<file path="src/hdl/lsp_pkg.sv">
// shared types, constants and helpers for the lidar person cluster block
// no dependencies
`timescale 1ns / 1ps
`default_nettype none
package lsp_pkg;
	localparam int CORDIC_STEPS = 16;
	localparam int CW = 34;
	localparam int MUL_W = 52;
	localparam logic signed [CW-1:0] CORDIC_GAIN = 34'sd652032874;
	localparam logic signed [17:0] COORD_LIM = 18'sd65535;

	typedef struct packed {
		logic signed [CW-1:0] s;
		logic signed [CW-1:0] c;
	} cordic_res_t;

	function automatic logic signed [CW-1:0] atan_turn(input logic [3:0] i);
		logic signed [CW-1:0] v;
		begin
			unique case (i)
				4'd0: v = 34'sd536870912;
				4'd1: v = 34'sd316933406;
				4'd2: v = 34'sd167458907;
				4'd3: v = 34'sd85004756;
				4'd4: v = 34'sd42667331;
				4'd5: v = 34'sd21354465;
				4'd6: v = 34'sd10679838;
				4'd7: v = 34'sd5340245;
				4'd8: v = 34'sd2670163;
				4'd9: v = 34'sd1335087;
				4'd10: v = 34'sd667544;
				4'd11: v = 34'sd333772;
				4'd12: v = 34'sd166886;
				4'd13: v = 34'sd83443;
				4'd14: v = 34'sd41722;
				default: v = 34'sd20861;
			endcase
			return v;
		end
	endfunction

	// round q30 product to mm and clamp
	function automatic logic signed [16:0] to_mm(input logic signed [MUL_W-1:0] p);
		logic signed [MUL_W-1:0] t;
		logic signed [17:0] r;
		begin
			t = (p + (MUL_W'(1) <<< 29)) >>> 30;
			if (t > MUL_W'(COORD_LIM)) r = COORD_LIM;
			else if (t < -MUL_W'(COORD_LIM)) r = -COORD_LIM;
			else r = t[17:0];
			return r[16:0];
		end
	endfunction
endpackage
`default_nettype wire

</file>
<file path="src/hdl/lsp_cordic.sv">
// iterative rotation cordic, one micro-rotation per cycle
// depends on lsp_pkg
`timescale 1ns / 1ps
`default_nettype none
module lsp_cordic import lsp_pkg::*; #(
	parameter int ANGLE_BITS = 16
) (
	input  wire logic                  clk,
	input  wire logic                  arst_n,
	input  wire logic                  start,
	input  wire logic [ANGLE_BITS-1:0] angle,
	output logic                       done,
	output cordic_res_t                res
);
	logic busy_q, done_q;
	logic [3:0] i_q;
	logic signed [CW-1:0] c_q, s_q, z_q, cs, ss;
	logic [31:0] u;

	assign u = {angle, {(32-ANGLE_BITS){1'b0}}} - 32'hC000_0000;
	assign cs = c_q >>> i_q;
	assign ss = s_q >>> i_q;

	always_ff @(posedge clk or negedge arst_n) begin
		if (!arst_n) begin
			busy_q <= 1'b0;
			done_q <= 1'b0;
			i_q <= '0;
		end else begin
			done_q <= 1'b0;
			if (start) begin
				busy_q <= 1'b1;
				i_q <= '0;
			end else if (busy_q) begin
				i_q <= i_q + 4'd1;
				if (i_q == 4'(CORDIC_STEPS - 1)) begin
					busy_q <= 1'b0;
					done_q <= 1'b1;
				end
			end
		end
	end

	always_ff @(posedge clk) begin
		if (start) begin
			c_q <= CORDIC_GAIN;
			s_q <= '0;
			z_q <= CW'($signed(u));
		end else if (busy_q) begin
			if (!z_q[CW-1]) begin
				c_q <= c_q - ss;
				s_q <= s_q + cs;
				z_q <= z_q - atan_turn(i_q);
			end else begin
				c_q <= c_q + ss;
				s_q <= s_q - cs;
				z_q <= z_q + atan_turn(i_q);
			end
		end
	end

	assign done = done_q;
	assign res.s = s_q;
	assign res.c = c_q;
endmodule
`default_nettype wire

</file>
<file path="src/hdl/lsp_div.sv">
// iterative restoring divider, signed dividend by unsigned divisor, truncating
// depends on lsp_pkg
`timescale 1ns / 1ps
`default_nettype none
module lsp_div import lsp_pkg::*; #(
	parameter int DW = 30,
	parameter int NW = 12
) (
	input  wire logic                 clk,
	input  wire logic                 arst_n,
	input  wire logic                 start,
	input  wire logic signed [DW-1:0] dividend,
	input  wire logic [NW-1:0]        divisor,
	output logic                      done,
	output logic signed [16:0]        quot
);
	localparam int IW = $clog2(DW + 1);
	logic busy_q, done_q, neg_q;
	logic [IW-1:0] n_q;
	logic [DW-1:0] q_q;
	logic [NW-1:0] d_q;
	logic [NW:0] rem_q, trial;
	logic [NW:0] sh;

	assign sh = {rem_q[NW-1:0], q_q[DW-1]};
	assign trial = sh - {1'b0, d_q};

	always_ff @(posedge clk or negedge arst_n) begin
		if (!arst_n) begin
			busy_q <= 1'b0;
			done_q <= 1'b0;
			n_q <= '0;
		end else begin
			done_q <= 1'b0;
			if (start) begin
				busy_q <= 1'b1;
				n_q <= IW'(DW);
			end else if (busy_q) begin
				n_q <= n_q - IW'(1);
				if (n_q == IW'(1)) begin
					busy_q <= 1'b0;
					done_q <= 1'b1;
				end
			end
		end
	end

	always_ff @(posedge clk) begin
		if (start) begin
			neg_q <= dividend[DW-1];
			q_q <= dividend[DW-1] ? DW'(-dividend) : DW'(dividend);
			d_q <= divisor;
			rem_q <= '0;
		end else if (busy_q) begin
			if (!trial[NW]) begin
				rem_q <= trial;
				q_q <= {q_q[DW-2:0], 1'b1};
			end else begin
				rem_q <= sh;
				q_q <= {q_q[DW-2:0], 1'b0};
			end
		end
	end

	assign done = done_q;
	assign quot = neg_q ? -$signed(q_q[16:0]) : $signed(q_q[16:0]);
endmodule
`default_nettype wire

</file>
<file path="src/hdl/lidar_scan_person_cluster.sv">
// top level: apb registers, sequencer, shared multiplier, cluster state
// depends on lsp_pkg, lsp_cordic, lsp_div
//
// channel  | handshake            | word
// in       | in_valid / in_stall  | range_mm, last_of_scan
// out      | out_valid / out_stall| found, center_x, center_y
// cfg      | apb psel/penable     | 8 registers at 4*i
//
// a sample outside the window or range limits is dropped from idle, a kept one runs the
// 16 cordic steps plus shared multiplier passes; closing a cluster adds the two
// serial divisions. in_stall is high while an item is in work. the result word
// waits in an output register; a last item finding it still occupied waits in the
// emit state. reset is asynchronous and clears all but the datapath registers.
`timescale 1ns / 1ps
`default_nettype none
module lidar_scan_person_cluster import lsp_pkg::*; #(
	parameter int MAX_POINTS = 2048,
	parameter int ANGLE_BITS = 16
) (
	input  wire logic               clk,
	input  wire logic               arst_n,
	input  wire logic               psel,
	input  wire logic               penable,
	input  wire logic               pwrite,
	input  wire logic [4:0]         paddr,
	input  wire logic [31:0]        pwdata,
	output logic [31:0]             prdata,
	output logic                    pready,
	input  wire logic               in_valid,
	output logic                    in_stall,
	input  wire logic [15:0]        range_mm,
	input  wire logic               last_of_scan,
	output logic                    out_valid,
	input  wire logic               out_stall,
	output logic                    found,
	output logic signed [16:0]      center_x,
	output logic signed [16:0]      center_y
);
	localparam int AW = ANGLE_BITS;
	localparam int CNT_W = $clog2(MAX_POINTS + 1);
	localparam int MW = (CNT_W > 12) ? CNT_W : 12;
	localparam int SUM_W = 18 + $clog2(MAX_POINTS);
	localparam longint WIN_LO = (225 * (longint'(1) << AW) + 359) / 360;
	localparam longint WIN_HI = (315 * (longint'(1) << AW)) / 360;

	localparam logic [2:0] R_ASTART = 3'd0, R_ASTEP = 3'd1, R_RLO = 3'd2, R_RHI = 3'd3,
		R_JD = 3'd4, R_WLO = 3'd5, R_WHI = 3'd6, R_MINP = 3'd7;

	localparam logic [3:0] S_IDLE = 4'd0, S_CORD = 4'd1, S_MX = 4'd2, S_MY = 4'd3,
		S_DX = 4'd4, S_DY = 4'd5, S_JD = 4'd6, S_UPD = 4'd7, S_CL0 = 4'd8,
		S_DIVX = 4'd9, S_DIVY = 4'd10, S_N1 = 4'd11, S_N2 = 4'd12, S_NEXT = 4'd13,
		S_EMIT = 4'd14;

	// registers
	logic [15:0] a_start_q, a_step_q, r_lo_q, r_hi_q, jd_q;
	logic [16:0] w_lo_q, w_hi_q;
	logic [11:0] minp_q;

	logic [3:0] state_q;
	logic [AW-1:0] angle_acc_q, a_q;
	logic [15:0] r_q;
	logic last_q, ret_open_q, joins_q;
	logic signed [16:0] x_q, y_q, prev_x_q, prev_y_q, cl_min_q, cl_max_q;
	logic signed [SUM_W-1:0] sum_x_q, sum_y_q;
	logic [CNT_W-1:0] cnt_q;
	logic cl_open_q, best_v_q;
	logic [36:0] acc_q;
	logic [35:0] best_n2_q;
	logic signed [16:0] best_x_q, best_y_q, cx_q;
	logic out_valid_q, found_q;
	logic signed [16:0] ox_q, oy_q;

	logic wr, accept, keep;
	logic [AW-1:0] a_now;
	logic signed [17:0] mul_a;
	logic signed [CW-1:0] mul_b;
	logic signed [MUL_W-1:0] prod;
	logic [36:0] psq;
	logic signed [17:0] dx, dy, wid;
	logic cord_start, cord_done, div_start, div_done;
	cordic_res_t cres;
	logic signed [SUM_W-1:0] div_n;
	logic signed [16:0] quot, xm;

	assign pready = 1'b1;
	assign wr = psel && penable && pwrite;
	assign accept = in_valid && !in_stall;
	assign in_stall = (state_q != S_IDLE);

	always_comb begin
		unique case (paddr[4:2])
			R_ASTART: prdata = {16'd0, a_start_q};
			R_ASTEP: prdata = {16'd0, a_step_q};
			R_RLO: prdata = {16'd0, r_lo_q};
			R_RHI: prdata = {16'd0, r_hi_q};
			R_JD: prdata = {16'd0, jd_q};
			R_WLO: prdata = {15'd0, w_lo_q};
			R_WHI: prdata = {15'd0, w_hi_q};
			default: prdata = {20'd0, minp_q};
		endcase
	end

	assign a_now = angle_acc_q;
	assign keep = (a_now >= AW'(WIN_LO)) && (a_now <= AW'(WIN_HI))
		&& (range_mm >= r_lo_q) && (range_mm <= r_hi_q);

	assign dx = 18'(x_q) - 18'(prev_x_q);
	assign dy = 18'(y_q) - 18'(prev_y_q);
	assign wid = 18'(cl_max_q) - 18'(cl_min_q);

	// shared multiplier operand select
	always_comb begin
		mul_a = '0;
		mul_b = '0;
		case (state_q)
			S_MX: begin mul_a = $signed({2'b00, r_q}); mul_b = cres.s; end
			S_MY: begin mul_a = $signed({2'b00, r_q}); mul_b = -cres.c; end
			S_DX: begin mul_a = dx; mul_b = CW'(dx); end
			S_DY: begin mul_a = dy; mul_b = CW'(dy); end
			S_JD: begin mul_a = $signed({2'b00, jd_q}); mul_b = $signed({18'd0, jd_q}); end
			S_N1: begin mul_a = 18'(cx_q); mul_b = CW'(cx_q); end
			S_N2: begin mul_a = 18'(quot); mul_b = CW'(quot); end
			default: begin mul_a = '0; mul_b = '0; end
		endcase
	end
	assign prod = MUL_W'(mul_a) * MUL_W'(mul_b);
	assign psq = prod[36:0];
	assign xm = to_mm(prod);

	assign cord_start = accept && keep;
	assign div_start = (state_q == S_CL0 && cl_open_q
		&& MW'(cnt_q) >= MW'(minp_q) && cnt_q != '0
		&& !wid[17] && wid[16:0] >= w_lo_q && wid[16:0] <= w_hi_q)
		|| (state_q == S_DIVX && div_done);
	assign div_n = (state_q == S_CL0) ? sum_x_q : sum_y_q;

	lsp_cordic #(.ANGLE_BITS(AW)) u_cordic (
		.clk(clk), .arst_n(arst_n), .start(cord_start), .angle(a_now),
		.done(cord_done), .res(cres)
	);

	lsp_div #(.DW(SUM_W), .NW(CNT_W)) u_div (
		.clk(clk), .arst_n(arst_n), .start(div_start), .dividend(div_n),
		.divisor(cnt_q), .done(div_done), .quot(quot)
	);

	always_ff @(posedge clk or negedge arst_n) begin
		if (!arst_n) begin
			a_start_q <= 16'd0;
			a_step_q <= 16'd182;
			r_lo_q <= 16'd120;
			r_hi_q <= 16'd12000;
			jd_q <= 16'd200;
			w_lo_q <= 17'd300;
			w_hi_q <= 17'd700;
			minp_q <= 12'd3;
			state_q <= S_IDLE;
			angle_acc_q <= '0;
			cl_open_q <= 1'b0;
			best_v_q <= 1'b0;
			cnt_q <= '0;
			out_valid_q <= 1'b0;
			ret_open_q <= 1'b0;
			joins_q <= 1'b0;
			last_q <= 1'b0;
		end else begin
			if (state_q == S_EMIT && (!out_valid_q || !out_stall)) out_valid_q <= 1'b1;
			else if (out_valid_q && !out_stall) out_valid_q <= 1'b0;
			if (wr) begin
				unique case (paddr[4:2])
					R_ASTART: begin
						a_start_q <= pwdata[15:0];
						angle_acc_q <= AW'(pwdata[15:0]);
					end
					R_ASTEP: a_step_q <= pwdata[15:0];
					R_RLO: r_lo_q <= pwdata[15:0];
					R_RHI: r_hi_q <= pwdata[15:0];
					R_JD: jd_q <= pwdata[15:0];
					R_WLO: w_lo_q <= pwdata[16:0];
					R_WHI: w_hi_q <= pwdata[16:0];
					default: minp_q <= pwdata[11:0];
				endcase
			end
			unique case (state_q)
				S_IDLE: if (accept) begin
					last_q <= last_of_scan;
					angle_acc_q <= a_now + AW'(a_step_q);
					ret_open_q <= 1'b0;
					if (keep) state_q <= S_CORD;
					else if (last_of_scan) state_q <= S_CL0;
				end
				S_CORD: if (cord_done) state_q <= S_MX;
				S_MX: state_q <= S_MY;
				S_MY: begin
					joins_q <= 1'b0;
					if (cl_open_q && cnt_q < CNT_W'(MAX_POINTS)) state_q <= S_DX;
					else state_q <= S_UPD;
				end
				S_DX: state_q <= S_DY;
				S_DY: state_q <= S_JD;
				S_JD: begin
					joins_q <= acc_q < psq;
					state_q <= S_UPD;
				end
				S_UPD: begin
					if (joins_q) begin
						cnt_q <= cnt_q + CNT_W'(1);
						state_q <= last_q ? S_CL0 : S_IDLE;
					end else begin
						ret_open_q <= 1'b1;
						state_q <= S_CL0;
					end
				end
				S_CL0: begin
					cl_open_q <= 1'b0;
					state_q <= div_start ? S_DIVX : S_NEXT;
				end
				S_DIVX: if (div_done) state_q <= S_DIVY;
				S_DIVY: if (div_done) state_q <= S_N1;
				S_N1: state_q <= S_N2;
				S_N2: begin
					if (!best_v_q || {1'b0, acc_q[35:0]} + {1'b0, psq[35:0]} < {1'b0, best_n2_q})
						best_v_q <= 1'b1;
					state_q <= S_NEXT;
				end
				S_NEXT: begin
					if (ret_open_q) begin
						cl_open_q <= 1'b1;
						cnt_q <= CNT_W'(1);
						ret_open_q <= 1'b0;
						state_q <= last_q ? S_CL0 : S_IDLE;
					end else begin
						state_q <= S_EMIT;
					end
				end
				S_EMIT: if (!out_valid_q || !out_stall) begin
					best_v_q <= 1'b0;
					cl_open_q <= 1'b0;
					cnt_q <= '0;
					angle_acc_q <= AW'(a_start_q);
					state_q <= S_IDLE;
				end
				default: state_q <= S_IDLE;
			endcase
		end
	end

	// datapath
	always_ff @(posedge clk) begin
		case (state_q)
			S_IDLE: if (accept) r_q <= range_mm;
			S_MX: x_q <= xm;
			S_MY: y_q <= xm;
			S_DX: acc_q <= psq;
			S_DY: acc_q <= acc_q + psq;
			S_UPD: begin
				if (joins_q) begin
					if (x_q < cl_min_q) cl_min_q <= x_q;
					if (x_q > cl_max_q) cl_max_q <= x_q;
					sum_x_q <= sum_x_q + SUM_W'(x_q);
					sum_y_q <= sum_y_q + SUM_W'(y_q);
				end
				prev_x_q <= x_q;
				prev_y_q <= y_q;
			end
			S_DIVX: if (div_done) cx_q <= quot;
			S_N1: acc_q <= psq;
			S_N2: if (!best_v_q || {1'b0, acc_q[35:0]} + {1'b0, psq[35:0]} < {1'b0, best_n2_q})
			begin
				best_n2_q <= acc_q[35:0] + psq[35:0];
				best_x_q <= cx_q;
				best_y_q <= quot;
			end
			S_NEXT: if (ret_open_q) begin
				cl_min_q <= x_q;
				cl_max_q <= x_q;
				sum_x_q <= SUM_W'(x_q);
				sum_y_q <= SUM_W'(y_q);
			end
			S_EMIT: if (!out_valid_q || !out_stall) begin
				found_q <= best_v_q;
				ox_q <= best_v_q ? best_x_q : 17'sd0;
				oy_q <= best_v_q ? best_y_q : 17'sd0;
				prev_x_q <= '0;
				prev_y_q <= '0;
			end
			default: ;
		endcase
	end

	assign a_q = angle_acc_q;
	assign out_valid = out_valid_q;
	assign found = found_q;
	assign center_x = ox_q;
	assign center_y = oy_q;

	a_cnt_bound: assert property (@(posedge clk) disable iff (!arst_n)
		cnt_q <= CNT_W'(MAX_POINTS)) else $error("cluster count overflow");
	a_open_cnt: assert property (@(posedge clk) disable iff (!arst_n)
		(state_q == S_IDLE && cl_open_q) |-> cnt_q != '0) else $error("open cluster empty");
	a_minmax: assert property (@(posedge clk) disable iff (!arst_n)
		(state_q == S_IDLE && cl_open_q) |-> cl_max_q >= cl_min_q)
		else $error("cluster bounds inverted");
	a_emit_idle: assert property (@(posedge clk) disable iff (!arst_n)
		(state_q == S_EMIT && out_valid_q && !out_stall) |=> state_q == S_IDLE
		&& a_q == AW'(a_start_q)) else $error("scan not cleared after emit");
endmodule
`default_nettype wire

</file>
<file path="config.mk">
export PLATFORM = sky130hd
export DESIGN_NAME = lidar_scan_person_cluster
export DESIGN_NICKNAME = d
export VERILOG_FILES = /design/src/hdl/lsp_pkg.sv /design/src/hdl/lsp_cordic.sv /design/src/hdl/lsp_div.sv /design/src/hdl/lidar_scan_person_cluster.sv
export SDC_FILE = /design/constraint.sdc
export NUM_CORES = 2
export LEC_CHECK = 0
export ABC_AREA = 1
export BUFFER_PORTS_ARGS = -buffer_cell sky130_fd_sc_hd__buf_4
export CORE_ASPECT_RATIO = 0.75
export CORE_MARGIN = 4
export CORE_UTILIZATION = 60
export CTS_BUF_LIST = sky130_fd_sc_hd__clkbuf_4 sky130_fd_sc_hd__clkbuf_8
export CTS_CLUSTER_SIZE = 25
export DETAILED_ROUTE_END_ITERATION = 16
export PLACE_DENSITY = 0.8
export RECOVER_POWER = 25
export SETUP_SLACK_MARGIN = 0.4
export SLEW_MARGIN = 20
export SYNTH_ARGS = -nofsm -noshare
export SYNTH_HDL_FRONTEND = slang
export SYNTH_SLANG_ARGS = --single-unit
</file>
<file path="constraint.sdc">
create_clock -name clk -period 11.66 [get_ports clk]
set_input_delay 1.166 -clock clk [delete_from_list [all_inputs] [get_ports clk]]
set_output_delay 1.166 -clock clk [all_outputs]
set_load 0.1 [all_outputs]
</file>
==> key figures <==
Worst setup path
  • Critical path type: flip-flop to flip-flop
  • FF-to-FF path depth: 64
  • Critical Path End Type: flip-flop
  • Worst Path Max Fanout: 5
  • Most used cell, CP: nand2_1
  • CP arrival: 11.98 ns
  • Max incr delay on CP: 0.64 ns
  • Worst path slowest cell: fa_2
  • Worst R2R End: best_y_q[8]
  • Startpoint Class: flip-flop
  • R2R Path Start: x_q[2]
  • Req. time, crit path: 12.20 ns
  • R2R setup slack: 0.23 ns

Place
  • DP Cell Count: 11820
  • Detailed Place HPWL: 198.0 mm
  • Port bufs: 97
  • Gpl congestion: 1.002
  • Placed standard-cell area: 0.08064 sq mm

Finish
  • Nets: 11670
  • Finished Cell Area: 0.08621 sq mm
  • Most common cell after layout, fill and taps aside: nand2_1
  • Most frequent cells in the layout: nand2_1 (2232), inv_1 (1722), nor2_1 (729)
  • Multi-input gate area: 0.05019 sq mm
  • Area Overhead vs Synth: 15.39%
  • Share of cells above drive strength 1: 0.1466
  • Layout Cells excl Fill: 12150
  • Sequential cell area: 0.01842 sq mm
  • Final core utilization: 0.7014
  • Layout fillers: 9861

Synth
  • Yosys top cell by area: edfxtp_1
  • Synth top area share: 0.1652
  • Yosys cell types: 80
  • Post-synth ARST share: 0.2650
  • #FFs+latches synth: 668
  • Synth area leaders: edfxtp_1 (17%), fa_1 (16%), nand2_1 (12%)
  • Ys Warns: 0
  • Number of synthesized flops with an enable pin: 411
  • Synth Instances: 9808
  • Most used DFF post-synth: edfxtp_1
  • Syn avg cell area: 7.617 sq um
  • Mapped Area: 0.07471 sq mm
  • Seq/Total Area, Yosys: 0.2464

Die
  • Die Ht: 313.6 microns
  • FP Rows: 111
  • Starting Density: 0.6078
  • Chip width: 415.5 microns
  • Io pins: 131
  • DIE AREA: 0.1303 sq mm
  • Core area: 0.1229 sq mm

GRT
  • First-pass GRT wire length: 383.4 mm
  • All-layer global routing usage: 0.3767
  • Met1 usage in global routing: 0.5533
  • GR Util met3: 0.1120
  • Initial antenna violation count: 2
  • Met2 usage: 0.5342
  • Largest net degree at the start of global routing: 109
  • Vias in the first global route: 67090
  • Most Crowded Layer GR: met1
  • Overflow after GRT: 0

Outcome
  • Outcome: finished, violations left
  • Failing checks: max-capacitance violations, max-slew violations

Timing
  • Final setup violating endpoints: 0
  • Slew at the pin closest to its max-slew limit: 6.048 ns
  • Slew margin rel.: -3.032
  • Setup TNS Final: 0 ns
  • Worst Skew: 0.08160 ns
  • Fin. max-slew vios: 212
  • Fin crit period: 11.43 ns
  • Max Fclk: 87.46 MHz
  • Final Hold Vio Count: 0
  • Period utilisation layout: 0.9806
  • RSZ-0062 raised after global routing: yes

Min path
  • Worst hold path depth: 0
  • Worst hold path class: flip-flop to flip-flop
  • Hold path start: cx_q[15]
  • Hold Crit Endpoint: best_x_q[15]

Clock tree
  • Sink Count: 668
  • Clock Latency Late Sink: 0.87 ns
  • Post-CTS Hold Buffers: 0
  • CTS tree: yes
  • Clock Path Buffers: 3
  • Worst-path clk slew: 0.07 ns
  • H-tree depth: 3
  • Root Buffer Master: clkbuf_8
  • Cts bufs inserted: 111

Routing
  • Final ANT Viol Nets: 0
  • First drt pass iteration count: 8
  • DR iter-0 viols: 8965
  • DRC Markers: 0
  • Total Wirelength: 254.4 mm
  • Via Count: 71100
  • Avg WL per Cell: 20.93 microns
  • Number of vias per cell: 5.851

Job
  • Number of max-cap violations: 4
## cell usage after synthesis (15+ instances only)
| cell | instances |
|---|---|
| o21bai_1 | 39 |
| nor2_4 | 20 |
| dfxtp_1 | 80 |
| fa_1 | 597 |
| xnor2_1 | 91 |
| buf_4 | 35 |
| a221oi_1 | 38 |
| ha_1 | 597 |
| nand3_1 | 271 |
| a21oi_1 | 522 |
| o221ai_1 | 20 |
| dfrtp_1 | 146 |
| nand2_1 | 2324 |
| dfstp_2 | 31 |
| xor2_1 | 228 |
| o21ai_1 | 99 |
| nand2_2 | 33 |
| clkbuf_1 | 189 |
| edfxtp_1 | 411 |
| o21ai_0 | 633 |
| a21o_1 | 20 |
| nor2_1 | 766 |
| a31oi_1 | 55 |
| a21boi_0 | 23 |
| nand4_1 | 100 |
| inv_2 | 43 |
| buf_2 | 42 |
| o22ai_1 | 31 |
| nor2_2 | 42 |
| o21a_1 | 23 |
| mux2i_1 | 49 |
| nor3_1 | 65 |
| nor4_1 | 35 |
| a211oi_1 | 15 |
| or2_2 | 48 |
| inv_1 | 1777 |
| o211ai_1 | 91 |
## cells by family (layout without fill, tap and decap cells)
group | after synthesis | in the layout | synth area share
flip-flops | 668 | 668 | 0.2464
AND/OR/NAND/NOR | 3765 | 3765 | 0.2096
buffers and inverters | 2123 | 2789 | 0.1107
other | 2 | 42 | 0.0001005
AO/OA/AOI/OAI | 1683 | 1683 | 0.1281
multiplexers | 54 | 54 | 0.007720
XOR/XNOR | 319 | 319 | 0.03740
adder cells (fa/ha/maj) | 1194 | 1194 | 0.2599
## what timing repair did
action | in CTS | in global routing
endpoints found under the setup margin | 71 | 71
pin swaps | 60 | 206
gates resized for setup | 164 | 356
buffers inserted | 31 | 74
cloned | 3 | 7
## critical path, delay by kind of cell (launching register included)
family,cells,cell delay [ns]
DFF,1,0.48
adders and majority gates,10,4.37
AOI/OAI and AO/OA,11,1.88
buffers and inverters,15,1.80
and+or+nand+nor,26,2.20
xor gates and xnor gates,2,0.34
## area by class of cell
cell class                      instances  share of cell area
Inverter                             1829             0.08017
Sequential cell                       668              0.2137
Tap cell                             1638             0.02377
Clock buffer                          156             0.02222
Clock inverter                         51            0.006008
Multi-Input combinational cell       7048              0.5822
Timing Repair Buffer                  753             0.07172
Antenna cell                            9           0.0002612
## worst max-delay path by stage
stage | from | to | slack, ns
floorplan | x_q[2] | best_n2_q[0] | 0.68
global placement | y_q[0] | best_n2_q[19] | 0.008
detailed placement | y_q[0] | best_n2_q[18] | -0.11
CTS | y_q[0] | best_n2_q[9] | 0.40
global route | y_q[0] | best_y_q[8] | -0.18
finish | x_q[2] | best_y_q[8] | 0.23
## stage by stage
| stage | hold WS, ns | worst slack, ns |
|---|---|---|
| final | 0.4678 | 0.2268 |
| after global placement | 0.4352 | 0.007601 |
| after detailed placement | 0.4464 | -0.1055 |
| after global routing | 0.4779 | -0.1757 |
| after floorplan | 0.4231 | 0.6787 |
| after CTS | 0.3821 | 0.4017 |
## state kept, by name, indices dropped and copies added, names as in the netlist, 29 cells and up
name,count
u_cordic.s_q,34
u_cordic.c_q,34
sum_x_q,29
u_cordic.z_q,34
sum_y_q,29
best_n2_q,36
acc_q,37
u_div.q_q,29
## metal layers
layer,vias up,routed length [microns]
met5,-,0
met3,574,35050
met4,0,9413
li1,32580,-
met1,33720,105500
met2,4237,104400
Power is not shown: default switching activity piles up to over one toggle a cycle in this logic, so the estimate is an artifact.
